$ cat src/design/mlr_pkg.sv
// Shared types and constants for the midpoint line rasterizer.
// No dependencies; imported by the channel interfaces and the top level.
package mlr_pkg;

  localparam int unsigned COORD_BITS = 11;
  localparam int unsigned DELTA_BITS = COORD_BITS + 1;
  localparam int unsigned DEC_BITS   = COORD_BITS + 3;
  // one guard bit above the decision width for the step sum
  localparam int unsigned WIDE_BITS  = COORD_BITS + 4;

  typedef logic        [COORD_BITS-1:0] coord_t;
  typedef logic signed [DELTA_BITS-1:0] delta_t;
  typedef logic signed [DEC_BITS-1:0]   dec_t;
  typedef logic signed [WIDE_BITS-1:0]  wide_t;

  localparam dec_t DEC_MAX = {1'b0, {(DEC_BITS-1){1'b1}}};
  localparam dec_t DEC_MIN = {1'b1, {(DEC_BITS-1){1'b0}}};

  typedef enum logic {
    OP_LOAD = 1'b0,
    OP_STEP = 1'b1
  } op_e;

endpackage

$ cat src/design/mlr_in_if.sv
// Request channel of the line rasterizer: valid/ready plus one request item.
// Depends on mlr_pkg.
interface mlr_in_if import mlr_pkg::*; ();
  logic   valid;
  logic   ready;
  op_e    op;
  coord_t start_x;
  coord_t start_y;
  coord_t end_x;
  coord_t end_y;

  modport source (output valid, op, start_x, start_y, end_x, end_y, input ready);
  modport sink   (input valid, op, start_x, start_y, end_x, end_y, output ready);
endinterface

$ cat src/design/mlr_out_if.sv
// Pixel channel of the line rasterizer: valid/ready plus one pixel item.
// Depends on mlr_pkg.
interface mlr_out_if import mlr_pkg::*; ();
  logic   valid;
  logic   ready;
  coord_t pixel_x;
  coord_t pixel_y;
  logic   pixel_valid;
  logic   is_last;

  modport source (output valid, pixel_x, pixel_y, pixel_valid, is_last, input ready);
  modport sink   (input valid, pixel_x, pixel_y, pixel_valid, is_last, output ready);
endinterface

$ cat src/design/midpoint_line_rasterizer_unit.sv
// Midpoint line rasterizer, top level. Depends on mlr_pkg, mlr_in_if, mlr_out_if.
// The result item sits in the output register from the cycle after accept.
// Throughput: one item per cycle unless stalled; the path is one add, a saturate and a
// coordinate compare from the line state registers into the output register.
// Reset (rst_ni low, async): no line active, all line state zero, output empty.
module midpoint_line_rasterizer_unit import mlr_pkg::*; (
  input  logic clk_i,
  input  logic rst_ni,
  mlr_in_if.sink    in_i,
  mlr_out_if.source out_o
);

  // Line state
  coord_t cur_x_q, cur_x_d;
  coord_t cur_y_q, cur_y_d;
  coord_t major_end_q, major_end_d;
  delta_t delta_x_q, delta_x_d;
  delta_t delta_y_q, delta_y_d;
  dec_t   decision_q, decision_d;
  logic   y_major_q, y_major_d;
  logic   active_q, active_d;

  // Output register
  logic   out_valid_q;
  coord_t pix_x_q, pix_x_d;
  coord_t pix_y_q, pix_y_d;
  logic   pix_valid_q, pix_valid_d;
  logic   is_last_q, is_last_d;

  logic   accept;

  // Load-path values
  delta_t ld_dx, ld_dy, ld_major_d, ld_minor_d, ld_half;
  logic   ld_y_major;
  wide_t  ld_sum;
  // Step-path values
  delta_t st_major_d, st_minor_d;
  wide_t  st_sum;
  coord_t major_now;

  function automatic dec_t sat_dec(wide_t v);
    if (v > wide_t'(DEC_MAX)) begin
      return DEC_MAX;
    end else if (v < wide_t'(DEC_MIN)) begin
      return DEC_MIN;
    end
    return dec_t'(v);
  endfunction

  // The output register frees up when its item is taken, so a new item
  // can enter in the same cycle.
  assign in_i.ready = !out_valid_q || out_o.ready;
  assign accept     = in_i.valid && in_i.ready;

  // Load: deltas from the endpoints, pick the major axis.
  assign ld_dx      = $signed({1'b0, in_i.end_x}) - $signed({1'b0, in_i.start_x});
  assign ld_dy      = $signed({1'b0, in_i.end_y}) - $signed({1'b0, in_i.start_y});
  assign ld_y_major = ld_dy > ld_dx;
  assign ld_major_d = ld_y_major ? ld_dy : ld_dx;
  assign ld_minor_d = ld_y_major ? ld_dx : ld_dy;
  // halve toward zero: bias negative values by one before the shift
  assign ld_half    = (ld_major_d
                       + $signed({{(DELTA_BITS-1){1'b0}}, ld_major_d[DELTA_BITS-1]})) >>> 1;
  assign ld_sum     = wide_t'(ld_minor_d) - wide_t'(ld_half);

  // Step: decision update in the guard width, saturated afterwards.
  assign st_major_d = y_major_q ? delta_y_q : delta_x_q;
  assign st_minor_d = y_major_q ? delta_x_q : delta_y_q;
  assign st_sum     = decision_q[DEC_BITS-1]
                      ? wide_t'(decision_q) + wide_t'(st_minor_d)
                      : wide_t'(decision_q) + wide_t'(st_minor_d) - wide_t'(st_major_d);

  always_comb begin
    cur_x_d     = cur_x_q;
    cur_y_d     = cur_y_q;
    major_end_d = major_end_q;
    delta_x_d   = delta_x_q;
    delta_y_d   = delta_y_q;
    decision_d  = decision_q;
    y_major_d   = y_major_q;
    active_d    = active_q;
    pix_x_d     = '0;
    pix_y_d     = '0;
    pix_valid_d = 1'b0;
    is_last_d   = 1'b0;
    major_now   = '0;

    case (in_i.op)
      OP_LOAD: begin
        cur_x_d     = in_i.start_x;
        cur_y_d     = in_i.start_y;
        delta_x_d   = ld_dx;
        delta_y_d   = ld_dy;
        y_major_d   = ld_y_major;
        decision_d  = sat_dec(ld_sum);
        major_end_d = ld_y_major ? in_i.end_y : in_i.end_x;
        major_now   = ld_y_major ? in_i.start_y : in_i.start_x;
        // degenerate line (major end not past start): start pixel only
        is_last_d   = !(major_now < major_end_d);
        active_d    = !is_last_d;
        pix_x_d     = cur_x_d;
        pix_y_d     = cur_y_d;
        pix_valid_d = 1'b1;
      end
      OP_STEP: begin
        // with no active line the item comes back empty, state untouched
        if (active_q) begin
          decision_d = sat_dec(st_sum);
          if (y_major_q) begin
            cur_y_d = cur_y_q + coord_t'(1);
            if (!decision_q[DEC_BITS-1]) begin
              cur_x_d = cur_x_q + coord_t'(1);
            end
            major_now = cur_y_d;
          end else begin
            cur_x_d = cur_x_q + coord_t'(1);
            if (!decision_q[DEC_BITS-1]) begin
              cur_y_d = cur_y_q + coord_t'(1);
            end
            major_now = cur_x_d;
          end
          is_last_d   = !(major_now < major_end_q);
          active_d    = !is_last_d;
          pix_x_d     = cur_x_d;
          pix_y_d     = cur_y_d;
          pix_valid_d = 1'b1;
        end
      end
      default: begin
      end
    endcase
  end

  always_ff @(posedge clk_i or negedge rst_ni) begin
    if (!rst_ni) begin
      cur_x_q     <= '0;
      cur_y_q     <= '0;
      major_end_q <= '0;
      delta_x_q   <= '0;
      delta_y_q   <= '0;
      decision_q  <= '0;
      y_major_q   <= 1'b0;
      active_q    <= 1'b0;
    end else if (accept) begin
      cur_x_q     <= cur_x_d;
      cur_y_q     <= cur_y_d;
      major_end_q <= major_end_d;
      delta_x_q   <= delta_x_d;
      delta_y_q   <= delta_y_d;
      decision_q  <= decision_d;
      y_major_q   <= y_major_d;
      active_q    <= active_d;
    end
  end

  always_ff @(posedge clk_i or negedge rst_ni) begin
    if (!rst_ni) begin
      out_valid_q <= 1'b0;
    end else if (accept) begin
      out_valid_q <= 1'b1;
    end else if (out_o.ready) begin
      out_valid_q <= 1'b0;
    end
  end

  // payload only, no reset needed
  always_ff @(posedge clk_i) begin
    if (accept) begin
      pix_x_q     <= pix_x_d;
      pix_y_q     <= pix_y_d;
      pix_valid_q <= pix_valid_d;
      is_last_q   <= is_last_d;
    end
  end

  assign out_o.valid       = out_valid_q;
  assign out_o.pixel_x     = pix_x_q;
  assign out_o.pixel_y     = pix_y_q;
  assign out_o.pixel_valid = pix_valid_q;
  assign out_o.is_last     = is_last_q;

endmodule
$ cat src/flat_wrapper.sv
// flat-port wrapper written by rule: the top's interface ports become plain ports
module midpoint_line_rasterizer_unit_flat import mlr_pkg::*;
  (clk_i, rst_ni, in_i_valid, in_i_op, in_i_start_x, in_i_start_y, in_i_end_x, in_i_end_y, in_i_ready, out_o_valid, out_o_pixel_x, out_o_pixel_y, out_o_pixel_valid, out_o_is_last, out_o_ready);
  mlr_in_if in_i_i ();
  mlr_out_if out_o_i ();
  input  logic clk_i;
  input  logic rst_ni;
  input wire logic [$bits(in_i_i.valid)-1:0] in_i_valid;
  input wire logic [$bits(in_i_i.op)-1:0] in_i_op;
  input wire logic [$bits(in_i_i.start_x)-1:0] in_i_start_x;
  input wire logic [$bits(in_i_i.start_y)-1:0] in_i_start_y;
  input wire logic [$bits(in_i_i.end_x)-1:0] in_i_end_x;
  input wire logic [$bits(in_i_i.end_y)-1:0] in_i_end_y;
  output wire logic [$bits(in_i_i.ready)-1:0] in_i_ready;
  output wire logic [$bits(out_o_i.valid)-1:0] out_o_valid;
  output wire logic [$bits(out_o_i.pixel_x)-1:0] out_o_pixel_x;
  output wire logic [$bits(out_o_i.pixel_y)-1:0] out_o_pixel_y;
  output wire logic [$bits(out_o_i.pixel_valid)-1:0] out_o_pixel_valid;
  output wire logic [$bits(out_o_i.is_last)-1:0] out_o_is_last;
  input wire logic [$bits(out_o_i.ready)-1:0] out_o_ready;
  assign in_i_i.valid = in_i_valid;
  assign in_i_i.op = in_i_op;
  assign in_i_i.start_x = in_i_start_x;
  assign in_i_i.start_y = in_i_start_y;
  assign in_i_i.end_x = in_i_end_x;
  assign in_i_i.end_y = in_i_end_y;
  assign in_i_ready = in_i_i.ready;
  assign out_o_valid = out_o_i.valid;
  assign out_o_pixel_x = out_o_i.pixel_x;
  assign out_o_pixel_y = out_o_i.pixel_y;
  assign out_o_pixel_valid = out_o_i.pixel_valid;
  assign out_o_is_last = out_o_i.is_last;
  assign out_o_i.ready = out_o_ready;
  midpoint_line_rasterizer_unit u_core (.clk_i(clk_i), .rst_ni(rst_ni), .in_i(in_i_i), .out_o(out_o_i));
endmodule
$ cat config.mk
export PLATFORM = sky130hd
export DESIGN_NAME = midpoint_line_rasterizer_unit_flat
export DESIGN_NICKNAME = d
export VERILOG_FILES = /design/src/design/mlr_pkg.sv /design/src/design/mlr_in_if.sv /design/src/design/mlr_out_if.sv /design/src/design/midpoint_line_rasterizer_unit.sv /design/src/flat_wrapper.sv
export SDC_FILE = /design/constraint.sdc
export NUM_CORES = 1
export LEC_CHECK = 0
export CAP_MARGIN = 20
export CORE_ASPECT_RATIO = 1.2
export CORE_MARGIN = 3
export CORE_UTILIZATION = 45
export DETAILED_ROUTE_END_ITERATION = 8
export DONT_BUFFER_PORTS = 1
export GPL_ROUTABILITY_DRIVEN = 0
export PLACE_DENSITY = 0.57
export SYNTH_ARGS = -nofsm -noshare
export SYNTH_HDL_FRONTEND = slang
export SYNTH_SLANG_ARGS = --single-unit
$ cat constraint.sdc
create_clock -name clk_i -period 6 [get_ports clk_i]
set_input_delay 0.3 -clock clk_i [delete_from_list [all_inputs] [get_ports clk_i]]
set_output_delay 0.3 -clock clk_i [all_outputs]
set_load 0.02 [all_outputs]
==> impl_metrics.json <==
{
  "io_pins": 75,
  "root_buffer": "clkbuf_16",
  "grt_pass1_vias": 8478,
  "grt_pass1_wl_mm": 46.8,
  "clkLatencyLatePin_ps": 360,
  "syn-instance-count": 1192,
  "drt_wl_total_mm": 29.4,
  "num-nets-final": 1364,
  "leakage_nw": 4.87,
  "port_buffers": 0,
  "relSlewSlack_pct": 39.7,
  "clk_pin_slew_ps": 80,
  "drcViolationCount": 0,
  "grt_usage_pct": 24.9,
  "mostFrequentLayoutCells": "nand2_1 (134), ha_1 (94), o21ai_0 (89)",
  "dpl.hpwl_mm": 23.1,
  "die_w_um": 141,
  "drt_iter0_markers": 832,
  "status": "finished clean",
  "die_y_um": 168,
  "ant_nets": 0,
  "hp-class": "in2reg",
  "synth_cell_types": 86,
  "initial_core_util_pct": 46.4,
  "worst_path_most_repeated_cell": "a21o_1",
  "syn_area_per_cell_um2": 8.24,
  "core_area_um2": 21200,
  "synth.net_count": 1341,
  "criticalPathCategory": "in2reg",
  "worst_pin_slew_ps": 902,
  "slew_viol_final": 0,
  "synth_edf_count": 24,
  "worst_slack_ps": 377,
  "detail_route.vias_per_cell": 5.90,
  "min_period_over_period_pct": 93.7,
  "yosysWarnings": 0,
  "period_needed_ps": 5620,
  "layout_commonest_cell": "nand2_1",
  "cts_sinks": 98,
  "max-cap-violations": 0,
  "wl_per_cell_um": 19.7,
  "vias": 8784,
  "synth_ff_type": "dfrtp_1",
  "maxClockFrequency_mhz": 178,
  "path_max_fanout": 13,
  "max_stage_delay_ps": 400,
  "setup-violations-final": 0,
  "final_util_pct": 51.2,
  "antenna_found_initial": 0,
  "layout-drive-gt1-share_pct": 11.6,
  "syn2layout_area_growth_pct": 10.4,
  "p_per_area_nw_per_um2": 648,
  "row_count": 58,
  "crit_slowest_cell": "or4_1",
  "clockBufferDepth": 2,
  "ys_seq_elements": 98,
  "cts_tree": "done",
  "async_flop_share_pct": 75.5,
  "n_antenna_cell": 0,
  "end_kind": "flip-flop",
  "startpoint_type": "input pin",
  "place_ws_ps": -281,
  "grt_max_degree": 89,
  "fp.dieArea_um2": 23600,
  "synth_area_um2": 9820,
  "arrival_ps": 5910,
  "gr-total-overflow": 0,
  "cts_buffers": 9,
  "hold_violations": 0,
  "htree_levels": 3,
  "vdd_drop_max_uv": 810,
  "grt_setup_unrepaired": "false",
  "first_pass_iters": 5,
  "ys_seq_area_share_pct": 26.2,
  "worst_clock_skew_ps": 17.1,
  "worstPathRequired_ps": 6290
}
[registers in the layout, summed over array words and instances (netlist names)]
signal and flops:
u_core.out_o.pixel_y 11, u_core.decision_q 14, u_core.out_o.is_last 1, u_core.delta_y_q 12, u_core.out_o.valid 1, u_core.delta_x_q 12
u_core.major_end_q 11, u_core.out_o.pixel_x 11, u_core.cur_y_q 11, u_core.out_o.pixel_valid 1, u_core.cur_x_q 11, u_core.active_q 1
u_core.y_major_q 1
[layout make-up]
class                           instances  area [um2]
Sequential cell                        98        2570
Inverter                               78         293
Clock buffer                           10         239
Clock inverter                          6        55.1
Tap cell                              270         338
Timing Repair Buffer                   69         557
Multi-Input combinational cell        959        6790
Fill cell                            2083       10300
[stage by stage]
step                      instance area (um2)  power [W]  TNS, ps  hold WS (ps)  std cells
after global routing                    10800    0.00772        0          27.3       1490
after CTS                               10700    0.00697        0          23.3       1485
after detailed placement                10400    0.00633    -1350          8.70       1467
final                                   10800    0.00703        0          57.7       1490
after floorplan                          9820    0.00508        0          4.41       1192
after global placement                  10400    0.00627     -586          8.16       1467
[worst paths after layout]
path                       slack (ps)  cells after the start                               from                           endpoint
min in group asynchronous         490                      2                             rst_ni      u_core.cur_x_q[7]$_DFFE_PN0P_
min                                60                      1                         in_i_valid     u_core.out_o.valid$_DFFE_PN0P_
max in group asynchronous        5180                      2                             rst_ni   u_core.decision_q[3]$_DFFE_PN0P_
max                               380                     30                    in_i_start_x[1]        u_core.active_q$_DFFE_PN0P_
max reg2reg                       430                     19       u_core.y_major_q$_DFFE_PN0P_  u_core.decision_q[11]$_DFFE_PN0P_
min reg2reg                       490                      2  u_core.major_end_q[2]$_DFFE_PN0P_  u_core.major_end_q[2]$_DFFE_PN0P_
[cells in the mapped netlist, drive strengths merged (7+ instances only)]
| library cell | number | area share [%] |
|---|---|---|
| dfrtp | 74 | 19 |
| clkbuf | 43 | 1.7 |
| a211oi | 9 | 0.92 |
| xor2 | 28 | 2.5 |
| o211ai | 7 | 0.54 |
| a21o | 26 | 2.0 |
| a31oi | 7 | 0.45 |
| o21ai | 106 | 5.4 |
| o22ai | 40 | 2.5 |
| xnor2 | 68 | 6.3 |
| nand2 | 136 | 5.2 |
| nor2 | 79 | 3.0 |
| nand3 | 39 | 2.0 |
| nand2b | 15 | 0.96 |
| inv | 78 | 3.0 |
| edfxtp | 24 | 7.3 |
| ha | 95 | 12 |
| mux2 | 20 | 2.3 |
| and3 | 9 | 0.57 |
| a21oi | 80 | 4.1 |
| nor3 | 17 | 0.87 |
| and2 | 9 | 0.57 |
| o21a | 12 | 0.92 |
| mux2i | 41 | 4.2 |
| nor2b | 13 | 0.85 |
| buf | 14 | 0.83 |
[metal layers]
metal  vias up  GRT usage, %  part of all wire [%]
met5         -             0                     0
met1      4179          35.9                    47
met2       241          37.7                    44
met3        39          5.31                   6.8
li1       4325             -                     -
met4         0          7.00                   2.2
[worst max-delay path, delay by kind of cell]
| kind | cells | cell delay [ps] |
|---|---|---|
| buf+inv | 4 | 600 |
| fa+ha+maj | 3 | 820 |
| compound gates | 17 | 3000 |
| simple gates | 5 | 880 |
| xor+xnor | 1 | 290 |
[power by group]
| group | internal [W] | switching [W] | total [W] | leakage [nW] |
|---|---|---|---|---|
| Clock | 0.000302 | 0.000287 | 0.000589 | 0.146 |
| Combinational | 0.00233 | 0.00297 | 0.00530 | 3.60 |
| Sequential | 0.000895 | 0.000241 | 0.00114 | 1.12 |
| Total | 0.00353 | 0.00350 | 0.00703 | 4.87 |
[timing repair]
action	in CTS	in global routing
setup endpoints to repair	0	9
setup buffers	0	5
hold buffers	2	0
resized for setup	0	13
hold endpoints to repair	74	0
[cell families after synthesis]
kind of cell	after synthesis	synth area share [%]
AO/OA/AOI/OAI	355	23.3
XOR/XNOR	97	9.02
adder cells (fa/ha/maj)	100	13.1
buffers and inverters	135	5.46
flip-flops	98	26.2
multiplexers	61	6.47
AND/OR/NAND/NOR	346	16.5
Power figures use the tool's default switching activity.
